**src/rtl/core/tsiu_pkg.sv**
```systemverilog
// Shared types, codes and constants of the Thumb store-immediate unit.
package tsiu_pkg;

  localparam int unsigned REG_COUNT = 16;
  localparam int unsigned REG_IDX_W = 4;
  localparam int unsigned DATA_W    = 32;
  localparam int unsigned OFFSET_W  = 12;

  localparam logic [REG_IDX_W-1:0] REG_SP = 4'd13;
  localparam logic [REG_IDX_W-1:0] REG_PC = 4'd15;

  localparam logic [2:0] SIZE_NONE = 3'd0;
  localparam logic [2:0] SIZE_BYTE = 3'd1;
  localparam logic [2:0] SIZE_HALF = 3'd2;
  localparam logic [2:0] SIZE_WORD = 3'd4;

  typedef enum logic [3:0] {
    OP_STR_T1    = 4'd0,
    OP_STRB_T1   = 4'd1,
    OP_STRB_T2   = 4'd2,
    OP_STRB_T3   = 4'd3,
    OP_STRH_T1   = 4'd4,
    OP_STRH_T2   = 4'd5,
    OP_STRH_T3   = 4'd6,
    OP_STR_T2    = 4'd7,
    OP_STR_T3    = 4'd8,
    OP_STR_T4    = 4'd9,
    OP_REG_WRITE = 4'd10
  } op_t;

  // Decoded instruction as held in the input register.
  typedef struct packed {
    logic                 is_store;
    logic                 is_regwr;
    logic [REG_IDX_W-1:0] rn;
    logic [REG_IDX_W-1:0] rt;
    logic [OFFSET_W-1:0]  offset;
    logic [2:0]           size;
    logic                 pc_inc4;
    logic                 sub_off;
    logic                 use_base;
    logic                 wback;
    logic                 fault;
  } dec_t;

  typedef struct packed {
    logic              store_enable;
    logic [DATA_W-1:0] store_address;
    logic [DATA_W-1:0] store_data;
    logic [2:0]        store_size;
    logic              usage_fault;
    logic              advance_it;
  } res_t;

  // Register-file updates produced by one executed item.
  typedef struct packed {
    logic                 ram_we;
    logic [REG_IDX_W-1:0] ram_addr;
    logic [DATA_W-1:0]    ram_data;
    logic                 pc_we;
    logic [DATA_W-1:0]    pc_data;
  } wb_t;

endpackage

```
**src/rtl/core/tsiu_if.sv**
```systemverilog
// Valid/ready channel interfaces for instruction items and store results.
interface tsiu_in_if;
  logic        valid;
  logic        ready;
  logic [3:0]  operation;
  logic [31:0] instruction;
  logic        in_it_block;
  logic        condition_passed;
  logic [3:0]  reg_index;
  logic [31:0] reg_value;

  modport source (output valid, operation, instruction, in_it_block, condition_passed,
                  reg_index, reg_value, input ready);
  modport sink (input valid, operation, instruction, in_it_block, condition_passed,
                reg_index, reg_value, output ready);
endinterface

interface tsiu_out_if;
  logic        valid;
  logic        ready;
  logic        store_enable;
  logic [31:0] store_address;
  logic [31:0] store_data;
  logic [2:0]  store_size;
  logic        usage_fault;
  logic        advance_it;

  modport source (output valid, store_enable, store_address, store_data, store_size,
                  usage_fault, advance_it, input ready);
  modport sink (input valid, store_enable, store_address, store_data, store_size,
                usage_fault, advance_it, output ready);
endinterface

```
**src/rtl/core/tsiu_ram.sv**
```systemverilog
// Generic RAM: one write port, two registered read ports.
module tsiu_ram #(
  parameter int unsigned WIDTH = 32,
  parameter int unsigned DEPTH = 16
) (
  input  logic                     clk,
  input  logic                     we,
  input  logic [$clog2(DEPTH)-1:0] waddr,
  input  logic [WIDTH-1:0]         wdata,
  input  logic [$clog2(DEPTH)-1:0] raddr_a,
  output logic [WIDTH-1:0]         rdata_a,
  input  logic [$clog2(DEPTH)-1:0] raddr_b,
  output logic [WIDTH-1:0]         rdata_b
);

  logic [WIDTH-1:0] mem [DEPTH];

  always_ff @(posedge clk) begin
    if (we) begin
      mem[waddr] <= wdata;
    end
    rdata_a <= mem[raddr_a];
    rdata_b <= mem[raddr_b];
  end

endmodule

```
**src/rtl/core/tsiu_decode.sv**
```systemverilog
// Instruction decoder: register fields, scaled immediate and fault checks.
module tsiu_decode (
  input  logic [3:0]      operation,
  input  logic [31:0]     instruction,
  output tsiu_pkg::dec_t  dec
);

  tsiu_pkg::op_t op;
  logic p_bit, u_bit, w_bit;

  assign op    = tsiu_pkg::op_t'(operation);
  assign p_bit = instruction[10];
  assign u_bit = instruction[9];
  assign w_bit = instruction[8];

  always_comb begin
    dec          = '0;
    dec.pc_inc4  = 1'b1;
    unique case (op)
      tsiu_pkg::OP_STR_T1, tsiu_pkg::OP_STRB_T1, tsiu_pkg::OP_STRH_T1: begin
        dec.is_store = 1'b1;
        dec.rn       = {1'b0, instruction[21:19]};
        dec.rt       = {1'b0, instruction[18:16]};
        dec.pc_inc4  = 1'b0;
        if (op == tsiu_pkg::OP_STR_T1) begin
          dec.size   = tsiu_pkg::SIZE_WORD;
          dec.offset = {5'd0, instruction[26:22], 2'b00};
        end else if (op == tsiu_pkg::OP_STRH_T1) begin
          dec.size   = tsiu_pkg::SIZE_HALF;
          dec.offset = {6'd0, instruction[26:22], 1'b0};
        end else begin
          dec.size   = tsiu_pkg::SIZE_BYTE;
          dec.offset = {7'd0, instruction[26:22]};
        end
      end
      tsiu_pkg::OP_STR_T2: begin
        dec.is_store = 1'b1;
        dec.rn       = tsiu_pkg::REG_SP;
        dec.rt       = {1'b0, instruction[26:24]};
        dec.offset   = {2'd0, instruction[23:16], 2'b00};
        dec.size     = tsiu_pkg::SIZE_WORD;
        dec.pc_inc4  = 1'b0;
      end
      tsiu_pkg::OP_STRB_T2, tsiu_pkg::OP_STRH_T2, tsiu_pkg::OP_STR_T3: begin
        dec.is_store = 1'b1;
        dec.rn       = instruction[19:16];
        dec.rt       = instruction[15:12];
        dec.offset   = instruction[11:0];
        dec.size     = (op == tsiu_pkg::OP_STRB_T2) ? tsiu_pkg::SIZE_BYTE :
                       (op == tsiu_pkg::OP_STRH_T2) ? tsiu_pkg::SIZE_HALF :
                                                      tsiu_pkg::SIZE_WORD;
        dec.fault    = (instruction[19:16] == tsiu_pkg::REG_PC) ||
                       ((op == tsiu_pkg::OP_STRB_T2) &&
                        (instruction[15:12] == tsiu_pkg::REG_PC));
      end
      tsiu_pkg::OP_STRB_T3, tsiu_pkg::OP_STRH_T3, tsiu_pkg::OP_STR_T4: begin
        dec.is_store = 1'b1;
        dec.rn       = instruction[19:16];
        dec.rt       = instruction[15:12];
        dec.offset   = {4'd0, instruction[7:0]};
        dec.size     = (op == tsiu_pkg::OP_STRB_T3) ? tsiu_pkg::SIZE_BYTE :
                       (op == tsiu_pkg::OP_STRH_T3) ? tsiu_pkg::SIZE_HALF :
                                                      tsiu_pkg::SIZE_WORD;
        dec.sub_off  = !u_bit;
        dec.use_base = !p_bit;
        dec.wback    = w_bit;
        dec.fault    = (instruction[19:16] == tsiu_pkg::REG_PC) || (!p_bit && !w_bit);
      end
      tsiu_pkg::OP_REG_WRITE: begin
        dec.is_regwr = 1'b1;
      end
      default: begin
        // Unused operation codes do nothing.
        dec = '0;
      end
    endcase
  end

endmodule

```
**src/rtl/core/tsiu_exec.sv**
```systemverilog
// Execute logic: address generation, store request and register updates.
module tsiu_exec (
  input  tsiu_pkg::dec_t      dec,
  input  logic                in_it_block,
  input  logic                condition_passed,
  input  logic [3:0]          reg_index,
  input  logic [31:0]         reg_value,
  input  logic [31:0]         pc,
  input  logic [31:0]         base,
  input  logic [31:0]         src,
  output tsiu_pkg::res_t      res,
  output tsiu_pkg::wb_t       wb
);

  logic        execute;
  logic        do_store;
  logic [31:0] offset_ext;
  logic [31:0] target;
  logic [31:0] addr;

  assign execute    = dec.is_store && !dec.fault;
  assign do_store   = execute && (!in_it_block || condition_passed);
  assign offset_ext = {20'd0, dec.offset};
  assign target     = dec.sub_off ? (base - offset_ext) : (base + offset_ext);
  assign addr       = dec.use_base ? base : target;

  always_comb begin
    res               = '0;
    res.usage_fault   = dec.is_store && dec.fault;
    res.advance_it    = execute && in_it_block;
    if (do_store) begin
      res.store_enable  = 1'b1;
      res.store_address = addr;
      res.store_data    = src;
      res.store_size    = dec.size;
    end
  end

  always_comb begin
    wb = '0;
    if (dec.is_regwr) begin
      if (reg_index == tsiu_pkg::REG_PC) begin
        wb.pc_we   = 1'b1;
        wb.pc_data = reg_value;
      end else begin
        wb.ram_we   = 1'b1;
        wb.ram_addr = reg_index;
        wb.ram_data = reg_value;
      end
    end else if (execute) begin
      wb.pc_we   = 1'b1;
      wb.pc_data = pc + (dec.pc_inc4 ? 32'd4 : 32'd2);
      // An encoding that executes never has Rn equal to PC, so writeback lands in the RAM.
      if (do_store && dec.wback && (dec.rn != tsiu_pkg::REG_PC)) begin
        wb.ram_we   = 1'b1;
        wb.ram_addr = dec.rn;
        wb.ram_data = target;
      end
    end
  end

endmodule

```
**src/rtl/core/thumb_store_immediate_unit.sv**
```systemverilog
// Top level of the Thumb store-immediate unit.
// The unit takes one instruction item per cycle unless the result channel stalls it, and
// returns one result item for each: the item is decoded into an input register, then the
// address add, the register-file update and the result register all complete together as
// the item leaves that register. Registers 0 to 14 live in a small two-read-port RAM with
// per-entry valid bits that make every entry read as zero after reset; PC is a separate
// register. A write made in the cycle that a following item is read is forwarded, so
// dependent items run back to back. The only stalls come from the result channel: while a
// result waits to be taken, one more item can still be taken into the input register.
module thumb_store_immediate_unit (
  input logic         clk,
  input logic         rst_n,
  tsiu_in_if.sink     in_ch,
  tsiu_out_if.source  out_ch
);

  // Input register stage.
  logic                 ex_v_r;
  tsiu_pkg::dec_t       ex_dec_r;
  logic                 ex_it_r;
  logic                 ex_cond_r;
  logic [3:0]           ex_idx_r;
  logic [31:0]          ex_val_r;

  logic                 out_v_r;
  tsiu_pkg::res_t       out_res_r;

  logic [31:0]          pc_r;
  logic [14:0]          valid_r;

  logic                 out_free;
  logic                 stage_load;
  logic                 exec_fire;

  tsiu_pkg::dec_t       in_dec;
  tsiu_pkg::res_t       ex_res;
  tsiu_pkg::wb_t        ex_wb;

  logic [3:0]           raddr_a;
  logic [3:0]           raddr_b;
  logic [31:0]          rdata_a;
  logic [31:0]          rdata_b;
  logic                 fwd_a_r, fwd_b_r;
  logic [31:0]          fwd_data_r;
  logic                 rvld_a_r, rvld_b_r;
  logic [31:0]          base;
  logic [31:0]          src;

  assign out_free   = !out_v_r || out_ch.ready;
  assign stage_load = !ex_v_r || out_free;
  assign exec_fire  = ex_v_r && out_free;
  assign in_ch.ready = stage_load;

  tsiu_decode u_decode (
    .operation   (in_ch.operation),
    .instruction (in_ch.instruction),
    .dec         (in_dec)
  );

  // Read the registers of the item entering the stage, or keep reading the held one.
  assign raddr_a = stage_load ? in_dec.rn : ex_dec_r.rn;
  assign raddr_b = stage_load ? in_dec.rt : ex_dec_r.rt;

  tsiu_ram #(
    .WIDTH (32),
    .DEPTH (tsiu_pkg::REG_COUNT)
  ) u_regs (
    .clk     (clk),
    .we      (exec_fire && ex_wb.ram_we),
    .waddr   (ex_wb.ram_addr),
    .wdata   (ex_wb.ram_data),
    .raddr_a (raddr_a),
    .rdata_a (rdata_a),
    .raddr_b (raddr_b),
    .rdata_b (rdata_b)
  );

  always_comb begin
    if (ex_dec_r.rn == tsiu_pkg::REG_PC) begin
      base = pc_r;
    end else if (fwd_a_r) begin
      base = fwd_data_r;
    end else begin
      base = rvld_a_r ? rdata_a : 32'd0;
    end
    if (ex_dec_r.rt == tsiu_pkg::REG_PC) begin
      src = pc_r;
    end else if (fwd_b_r) begin
      src = fwd_data_r;
    end else begin
      src = rvld_b_r ? rdata_b : 32'd0;
    end
  end

  tsiu_exec u_exec (
    .dec              (ex_dec_r),
    .in_it_block      (ex_it_r),
    .condition_passed (ex_cond_r),
    .reg_index        (ex_idx_r),
    .reg_value        (ex_val_r),
    .pc               (pc_r),
    .base             (base),
    .src              (src),
    .res              (ex_res),
    .wb               (ex_wb)
  );

  always_ff @(posedge clk) begin
    if (!rst_n) begin
      ex_v_r  <= 1'b0;
      out_v_r <= 1'b0;
      pc_r    <= '0;
      valid_r <= '0;
      fwd_a_r <= 1'b0;
      fwd_b_r <= 1'b0;
    end else begin
      if (stage_load) begin
        ex_v_r <= in_ch.valid;
      end
      if (out_free) begin
        out_v_r <= exec_fire;
      end
      if (exec_fire && ex_wb.pc_we) begin
        pc_r <= ex_wb.pc_data;
      end
      if (exec_fire && ex_wb.ram_we) begin
        valid_r[ex_wb.ram_addr] <= 1'b1;
      end
      // The RAM returns the old contents when read and written at the same edge.
      fwd_a_r <= exec_fire && ex_wb.ram_we && (ex_wb.ram_addr == raddr_a);
      fwd_b_r <= exec_fire && ex_wb.ram_we && (ex_wb.ram_addr == raddr_b);
    end
  end

  always_ff @(posedge clk) begin
    if (stage_load && in_ch.valid) begin
      ex_dec_r  <= in_dec;
      ex_it_r   <= in_ch.in_it_block;
      ex_cond_r <= in_ch.condition_passed;
      ex_idx_r  <= in_ch.reg_index;
      ex_val_r  <= in_ch.reg_value;
    end
    if (exec_fire) begin
      out_res_r <= ex_res;
    end
    fwd_data_r <= ex_wb.ram_data;
    rvld_a_r   <= (raddr_a != tsiu_pkg::REG_PC) && valid_r[raddr_a[3:0] == tsiu_pkg::REG_PC ?
                  4'd0 : raddr_a];
    rvld_b_r   <= (raddr_b != tsiu_pkg::REG_PC) && valid_r[raddr_b[3:0] == tsiu_pkg::REG_PC ?
                  4'd0 : raddr_b];
  end

  assign out_ch.valid         = out_v_r;
  assign out_ch.store_enable  = out_res_r.store_enable;
  assign out_ch.store_address = out_res_r.store_address;
  assign out_ch.store_data    = out_res_r.store_data;
  assign out_ch.store_size    = out_res_r.store_size;
  assign out_ch.usage_fault   = out_res_r.usage_fault;
  assign out_ch.advance_it    = out_res_r.advance_it;

  // A faulting item leaves PC untouched.
  a_fault_keeps_pc: assert property (@(posedge clk) disable iff (!rst_n)
    (exec_fire && ex_res.usage_fault) |=> (pc_r == $past(pc_r)))
    else $error("PC changed on a usage fault");

  // A held item stays in the input register until the result side frees up.
  a_stall_holds: assert property (@(posedge clk) disable iff (!rst_n)
    (ex_v_r && !out_free) |=> (ex_v_r && $stable(ex_dec_r)))
    else $error("stalled item lost from the input register");

  // PC is never written through the RAM port.
  a_no_ram_pc: assert property (@(posedge clk) disable iff (!rst_n)
    (exec_fire && ex_wb.ram_we) |-> (ex_wb.ram_addr != tsiu_pkg::REG_PC))
    else $error("RAM write aimed at PC");

  // A store result always carries a size and never a fault.
  a_store_sane: assert property (@(posedge clk) disable iff (!rst_n)
    (out_v_r && out_res_r.store_enable) |->
      ((out_res_r.store_size != tsiu_pkg::SIZE_NONE) && !out_res_r.usage_fault))
    else $error("store result with no size or with a fault");

endmodule

```
**src/flat_wrapper.sv**
```systemverilog
// flat-port wrapper written by rule: the top's interface ports become plain ports
module thumb_store_immediate_unit_flat 
  (clk, rst_n, in_ch_valid, in_ch_operation, in_ch_instruction, in_ch_in_it_block, in_ch_condition_passed, in_ch_reg_index, in_ch_reg_value, in_ch_ready, out_ch_valid, out_ch_store_enable, out_ch_store_address, out_ch_store_data, out_ch_store_size, out_ch_usage_fault, out_ch_advance_it, out_ch_ready);
  tsiu_in_if in_ch_i ();
  tsiu_out_if out_ch_i ();
  input logic clk;
  input logic rst_n;
  input wire logic [$bits(in_ch_i.valid)-1:0] in_ch_valid;
  input wire logic [$bits(in_ch_i.operation)-1:0] in_ch_operation;
  input wire logic [$bits(in_ch_i.instruction)-1:0] in_ch_instruction;
  input wire logic [$bits(in_ch_i.in_it_block)-1:0] in_ch_in_it_block;
  input wire logic [$bits(in_ch_i.condition_passed)-1:0] in_ch_condition_passed;
  input wire logic [$bits(in_ch_i.reg_index)-1:0] in_ch_reg_index;
  input wire logic [$bits(in_ch_i.reg_value)-1:0] in_ch_reg_value;
  output wire logic [$bits(in_ch_i.ready)-1:0] in_ch_ready;
  output wire logic [$bits(out_ch_i.valid)-1:0] out_ch_valid;
  output wire logic [$bits(out_ch_i.store_enable)-1:0] out_ch_store_enable;
  output wire logic [$bits(out_ch_i.store_address)-1:0] out_ch_store_address;
  output wire logic [$bits(out_ch_i.store_data)-1:0] out_ch_store_data;
  output wire logic [$bits(out_ch_i.store_size)-1:0] out_ch_store_size;
  output wire logic [$bits(out_ch_i.usage_fault)-1:0] out_ch_usage_fault;
  output wire logic [$bits(out_ch_i.advance_it)-1:0] out_ch_advance_it;
  input wire logic [$bits(out_ch_i.ready)-1:0] out_ch_ready;
  assign in_ch_i.valid = in_ch_valid;
  assign in_ch_i.operation = in_ch_operation;
  assign in_ch_i.instruction = in_ch_instruction;
  assign in_ch_i.in_it_block = in_ch_in_it_block;
  assign in_ch_i.condition_passed = in_ch_condition_passed;
  assign in_ch_i.reg_index = in_ch_reg_index;
  assign in_ch_i.reg_value = in_ch_reg_value;
  assign in_ch_ready = in_ch_i.ready;
  assign out_ch_valid = out_ch_i.valid;
  assign out_ch_store_enable = out_ch_i.store_enable;
  assign out_ch_store_address = out_ch_i.store_address;
  assign out_ch_store_data = out_ch_i.store_data;
  assign out_ch_store_size = out_ch_i.store_size;
  assign out_ch_usage_fault = out_ch_i.usage_fault;
  assign out_ch_advance_it = out_ch_i.advance_it;
  assign out_ch_i.ready = out_ch_ready;
  thumb_store_immediate_unit u_core (.clk(clk), .rst_n(rst_n), .in_ch(in_ch_i), .out_ch(out_ch_i));
endmodule
```
**config.mk**
```make
export PLATFORM = sky130hd
export DESIGN_NAME = thumb_store_immediate_unit_flat
export DESIGN_NICKNAME = d
export VERILOG_FILES = /design/src/rtl/core/tsiu_pkg.sv /design/src/rtl/core/tsiu_if.sv /design/src/rtl/core/tsiu_ram.sv /design/src/rtl/core/tsiu_decode.sv /design/src/rtl/core/tsiu_exec.sv /design/src/rtl/core/thumb_store_immediate_unit.sv /design/src/flat_wrapper.sv
export SDC_FILE = /design/constraint.sdc
export NUM_CORES = 1
export LEC_CHECK = 0
export ABC_AREA = 1
export BUFFER_PORTS_ARGS = -buffer_cell sky130_fd_sc_hd__buf_2
export CAP_MARGIN = 25
export CORE_MARGIN = 5
export CORE_UTILIZATION = 31
export DETAILED_ROUTE_END_ITERATION = 16
export PLACE_DENSITY_LB_ADDON = 0.1
export RECOVER_POWER = 100
export SLEW_MARGIN = 20
export SYNTH_ARGS = -nofsm -noshare
export SYNTH_HDL_FRONTEND = slang
export SYNTH_SLANG_ARGS = --single-unit
export TNS_END_PERCENT = 20
```
**constraint.sdc**
```tcl
create_clock -name clk -period 6.2 [get_ports clk]
set_input_delay 1.24 -clock clk [delete_from_list [all_inputs] [get_ports clk]]
set_output_delay 1.24 -clock clk [all_outputs]
set_load 0.1 [all_outputs]
```
==> results.yml, run 1 <==
logic_synthesis:
  synth.distinct_cells: 59
  ys_seq_elements: 799
  synth-edff-count: 650
  synth.avg_cell_area_sq_um: 9.50
  ys.flop_type: "edfxtp_1"
  ys_top_cells_by_area: "edfxtp_1, dfxtp_1, o21ai_0, nand2_1, o211ai_1"
  synth_warnings: 0
  netlist_area_sq_um: 39500
  yosysSeqAreaShare_pct: 57.0
  synthCells: 4156
  yosys.area.top_type: "edfxtp_1"
  synth.top_cell.area_share_pct: 49.4
  ys_async_sr_fraction_pct: 0
routing:
  drt-vias-per-instance: 5.35
  vias: 32049
  drc: 0
  wire_per_inst_um: 25.4
  drtPass1Iterations: 8
  wl_mm: 152
  drtAntennaViolNets: 0
  drtIter0Drc: 2984
global_routing:
  antenna_found_initial: 10
  grt_overflow: 0
  grt_util_all_layers_pct: 22.0
  grt_start_max_net_pins: 179
  grt_pass1_vias: 31282
  grt_pass1_wl_mm: 219
place:
  hpwlAfterDp_mm: 95.9
  pre_cts_ws_ps: 1030
  port_buffers: 144
  gp_congestion: 0.907
die:
  die_x_um: 367
  ios: 150
  rows: 131
  die_h_um: 367
  coreArea_sq_um: 127000
  die_area_sq_um: 135000
  initial_utilization_pct: 31.1
timing:
  fin_skew_ps: 33.8
  fin_crit_ps: 5740
  tns_ps: 0
  finalHoldViolCount: 0
  worst-slew-pin-transition_ps: 2790
  slew_viol_final: 436
  setup-violations-final: 0
  max_freq_mhz: 174
  grt_setup_unrepaired: "false"
  final.setup.worst_slack_ps: 457
  period_share_pct: 92.6
  relSlewSlack_pct: -85.7
job:
  cap_violations: 9
clock_tree:
  postCtsHoldBufs: 0
  cts-root-buf: "clkbuf_16"
  htreeDepth: 3
  cts_resized: 0
  cts_tree: "done"
  cts.sinks: 799
  numCtsBuffers: 95
  clock_latency_ps: 710
  clockBufferDepth: 3
  clkTransAtPathRegs_ps: 60
  post-cts-setup-buffer-count: 0
finish:
  nets: 4356
  drive_gt1_share_pct: 7.59
  final_common_cell: "edfxtp_1"
  area_growth_pct: 13.5
  mostFrequentLayoutCells: "edfxtp_1, nand2_1, o21ai_0, nor2_1, inv_1"
critical_path:
  worstPathArrival_ps: 6070
  cp_data_required_time_ps: 6530
  crit_fanout: 18
  cp.depth: 14
  crit_type: "reg -> reg"
  cp_slowest_stage_delay_ps: 840
  critPathBufInv: 6
  slowest_stage: "nor2_1"
  endpoint_kind: "flop"
  r2r.worst_path.cells: 14
  path_cells: "inv_1, nor2_1, o21ai_2, clkbuf_1, inv_1, nand2_1, nor2_1, nand2_1, o22ai_1, inv_1, nor3_1, nand2_1, inv_2, clkbuf_1"
  cpLargestDelayFamily: "buffers and inverters"
  cp-start-kind: "flop"
power:
  powerDensity_nw_per_um2: 338
  p_leak_nw: 16.6
  max-vdd-ir-drop_mv: 0.213
  total_power_mw: 15.1
outcome:
  failed_checks: "max-capacitance violations, max-slew violations"
  status: "complete, but fails checks"
worst_hold_path:
  whs_path_depth: 2
  hold_class: "reg -> reg"
worst min-delay path, stage by stage (launching register included):
cell     delay (ps)
dfxtp_1         330
nor2_1           50
nor2_1           70
area by class of cell:
| type | instances | area (sq um) |
|---|---|---|
| well taps | 1662 | 2080 |
| fillers | 12908 | 82200 |
| flip-flops and latches | 799 | 22500 |
| diodes | 1 | 2.50 |
| multi-input cells | 2709 | 14100 |
| inverters | 409 | 1550 |
| clock inverters | 47 | 564 |
| repair buffers | 227 | 1330 |
| clock buffers | 131 | 2660 |
final timing paths:
path / slack (ps) / startpoint / endpoint
min: 480 / u_core.valid_r[2] / u_core.valid_r[2]
max reg2reg: 460 / u_core.ex_dec_r[29] / u_core.u_regs.mem[10][21]
min reg2reg: 480 / u_core.valid_r[2] / u_core.valid_r[2]
max: 460 / u_core.ex_dec_r[29] / u_core.u_regs.mem[10][21]
synth_stat cells (all sizes together) (14+ instances only):
master and n:
a21oi 225, a221oi 23, a22o 15, a22oi 51, buf 154, clkbuf 116, dfxtp 149, edfxtp 650
ha 35, inv 408, nand2 579, nand3 323, nand4 23, nor2 409, nor3 29, o211ai 245
o21ai 497, o21bai 17, o221ai 14, o22ai 99, xor2 23
registers in the layout (all words and copies together) (netlist names), 3 cells and up:
register and flops:
u_core.out_ch.store_address 32, u_core.out_ch.store_size 3, u_core.pc_r 32, u_core.u_regs.rdata_b 32, u_core.ex_idx_r 4, u_core.out_ch.store_data 32
u_core.valid_r 15, u_core.u_regs.mem 512, u_core.u_regs.rdata_a 32, u_core.ex_dec_r 30, u_core.fwd_data_r 32, u_core.ex_val_r 32
metrics by stage:
stage	instance area (sq um)	hold slack, ps	util (%)	std cells
2_1_floorplan	39600	440	-	4187
3_3_place_gp	41900	451	33.0	5805
3_5_place_dp	42000	461	33.0	5806
4_1_cts	45200	475	35.6	5984
5_1_grt	44800	503	35.3	5984
6_report	44800	476	35.3	5985
power by group:
group | internal (mW) | switching (mW)
Combinational | 0.764 | 2.21
Sequential | 6.11 | 0.247
Clock | 3.45 | 2.34
layer usage:
layer  part of all wire [%]  global-route usage, %  routed length [um]  vias up
li1                       -                      -                   -    14996
met1                     45                   30.2               68400    15705
met2                     46                   36.2               70700     1096
met3                    5.3                   2.74                8010      252
met4                    3.4                   7.01                5150        0
met5                      0                      0                   0        -
cells by family after synthesis:
logic type	count (synthesis)	share of synthesized area, %
AO/OA/AOI/OAI	1226	18.7
buffers and inverters	679	7.36
adder cells (fa/ha/maj)	37	1.21
AND/OR/NAND/NOR	1381	14.9
flip-flops	799	57.0
other	1	0.00950
XOR/XNOR	33	0.732
(Power assumes the default switching activity.)
==> inputs of run 2 (changes only) <==
Settings changed: ABC_AREA 1 to 0.
==> run 2 against run 1 <==
  * The flow still finishes with violations (max-capacitance violations, max-slew violations)
  * Wire length down 10%
  * Worst hold slack worse by 15 ps
  * Core utilization up 0.34 points
  * Critical path depth up 2
==> results.yml, run 2 <==
outcome:
  status: "complete, but fails checks"
  failed_checks: "max-capacitance violations, max-slew violations"
logic_synthesis:
  synthCells: 3099
  synth.avg_cell_area_sq_um: 12.4
  ys_async_sr_fraction_pct: 0
  ys.flop_type: "edfxtp_1"
  synth_common_cells: "edfxtp_1, nand2_1, nor2_1"
  synth.distinct_cells: 85
  ys_seq_elements: 799
  synth.top_cell.area_share_pct: 50.7
  ys_top_cells_by_area: "edfxtp_1, dfxtp_1, mux4_2, nand2_1, a211oi_1"
  synth_warnings: 0
  netlist_area_sq_um: 38500
  yosysMostFrequentCell: "edfxtp_1"
  yosys.area.top_type: "edfxtp_1"
  yosysSeqAreaShare_pct: 58.4
  synth-edff-count: 650
die:
  die_area_sq_um: 131000
  die_x_um: 362
  die_h_um: 362
  ios: 150
  initial_utilization_pct: 31.2
  rows: 129
  coreArea_sq_um: 124000
critical_path:
  crit_fanout: 17
  r2r_start: "u_core.ex_dec_r[8]"
  cp_data_required_time_ps: 6530
  reg2reg_to: "u_core.u_regs.mem[13][22]"
  r2r.worst_path.cells: 16
  cp_slowest_stage_delay_ps: 770
  slowest_stage: "clkbuf_1"
  critPathBufInv: 2
  rrSetupSlack_ps: 410
  cp-start-kind: "flop"
  path_cells: "inv_1, ha_1, nand2b_1, or4_1, or3_1, nor2_1, a21o_1, ha_1, nand4_1, or3_1, a211oi_1, o31ai_1, nand2_1, xor2_1, a22o_1, clkbuf_1"
  cpLargestDelayFamily: "simple AND/OR/NAND/NOR gates"
  cp-startpoint: "u_core.ex_dec_r[8]"
  crit_type: "reg -> reg"
  worstPathArrival_ps: 6120
  endpoint_kind: "flop"
  cp.depth: 16
global_routing:
  grt_util_all_layers_pct: 20.2
  grt_pass1_wl_mm: 195
  grt_pass1_vias: 27759
  antenna_found_initial: 6
  grt_start_max_net_pins: 137
  grt_overflow: 0
power:
  pwr-share-seq_pct: 44.7
  p_sw_mw: 3.93
  powerDensity_nw_per_um2: 316
  total_power_mw: 13.9
  swShare_pct: 28.2
  p_int_mw: 10.0
  max-vdd-ir-drop_mv: 0.213
  pwr-share-comb_pct: 16.1
  p_leak_nw: 15.4
  clockPowerShare_pct: 39.3
worst_hold_path:
  hold_end: "u_core.out_ch.valid"
  hp-start: "u_core.ex_v_r"
  hold_class: "reg -> reg"
  whs_path_depth: 2
timing:
  max_freq_mhz: 173
  fin_skew_ps: 31.0
  worst-slew-pin-transition_ps: 3390
  relSlewSlack_pct: -126
  finalHoldViolCount: 0
  grt_setup_unrepaired: "false"
  slew_viol_final: 780
  fin_crit_ps: 5790
  setup-violations-final: 0
  tns_ps: 0
  period_share_pct: 93.4
clock_tree:
  postCtsHoldBufs: 0
  post-cts-setup-buffer-count: 0
  numCtsBuffers: 90
  clockBufferDepth: 3
  cts_resized: 0
  cts.sinks: 799
  cts-root-buf: "clkbuf_16"
  clock_latency_ps: 690
  clkTransAtPathRegs_ps: 60
  cts_tree: "done"
  htreeDepth: 3
routing:
  drtPass1Iterations: 5
  drtIter0Drc: 2292
  drt-vias-per-instance: 5.63
  wire_per_inst_um: 27.8
  vias: 27773
  drtAntennaViolNets: 0
  wl_mm: 137
  drc: 0
finish:
  fill_cells: 12137
  nets: 3327
  mostFrequentLayoutCells: "edfxtp_1, nand2_1, nor2_1, a211oi_1, dfxtp_1"
  final_common_cell: "edfxtp_1"
  area_growth_pct: 14.3
  drive_gt1_share_pct: 14.0
  largest_reg_flops: 512
  max_flop_register: "u_core.u_regs.mem"
place:
  port_buffers: 144
  gp_congestion: 0.900
  hpwlAfterDp_mm: 84.4
job:
  cap_violations: 23
[run 2: power groups by stage]
stage                     clock network, mW  registers, mW  logic (mW)
after floorplan                           0           6.40        1.39
after global placement                    0           6.32        2.24
after detailed placement                  0           6.32        2.25
after CTS                              5.64           6.21        2.26
after global routing                   5.85           6.23        2.40
final                                  5.47           6.22        2.24
[run 2: worst register-to-register path: cells and delay by family, from the launching register on]
family / cells / cell delay, ps
simple gates: 7 / 2050
xor+xnor: 1 / 210
fa+ha+maj: 2 / 500
flops: 1 / 460
compound gates: 4 / 1340
buf+inv: 2 / 870
[run 2: logic make-up after synthesis]
| group | share of synthesized area (%) |
|---|---|
| other | 0.00974 |
| flip-flops | 58.4 |
| AO/OA/AOI/OAI | 14.1 |
| XOR/XNOR | 1.11 |
| multiplexers | 11.0 |
| AND/OR/NAND/NOR | 10.7 |
| adder cells (fa/ha/maj) | 1.27 |
| buffers and inverters | 3.38 |
[run 2: area by class of cell]
class | count | area, sq um | area share, %
Clock inverter | 53 | 520 | 1.18
Tap cell | 1637 | 2050 | 4.65
Antenna cell | 5 | 12.5 | 0.0284
Multi-Input combinational cell | 2050 | 15000 | 33.9
Clock buffer | 116 | 2520 | 5.72
Sequential cell | 799 | 22500 | 51.1
Timing Repair Buffer | 235 | 1360 | 3.08
Inverter | 36 | 136 | 0.310
[run 2: per-stage QoR]
| step | hold slack, ps | setup slack [ps] | utilization (%) | cells | cell area, sq um |
|---|---|---|---|---|---|
| floorplan | 435 | 1130 | - | 3130 | 38600 |
| global placement | 445 | 688 | 33.4 | 4755 | 41300 |
| detailed placement | 457 | 657 | 33.4 | 4756 | 41300 |
| CTS | 465 | 619 | 35.9 | 4925 | 44400 |
| global route | 483 | 214 | 35.6 | 4926 | 44000 |
| finish | 462 | 410 | 35.6 | 4931 | 44000 |
[run 2: worst max path at each step]
stage,endpoint,slack [ps]
3_3_place_gp,u_core.u_regs.mem[13][28],690
6_report,u_core.u_regs.mem[13][22],410
2_1_floorplan,u_core.ex_cond_r,1130
4_1_cts,u_core.u_regs.mem[7][28],620
3_5_place_dp,u_core.u_regs.mem[10][28],660
5_1_grt,u_core.u_regs.mem[11][31],210
[run 2: routing by layer]
metal | part of all wire [%] | vias to the layer above | GRT usage [%]
met5 | 0 | - | 0
met4 | 2.9 | 0 | 6.48
met3 | 5.8 | 209 | 2.82
met2 | 48 | 998 | 34.0
met1 | 43 | 14300 | 27.0
li1 | - | 12266 | -
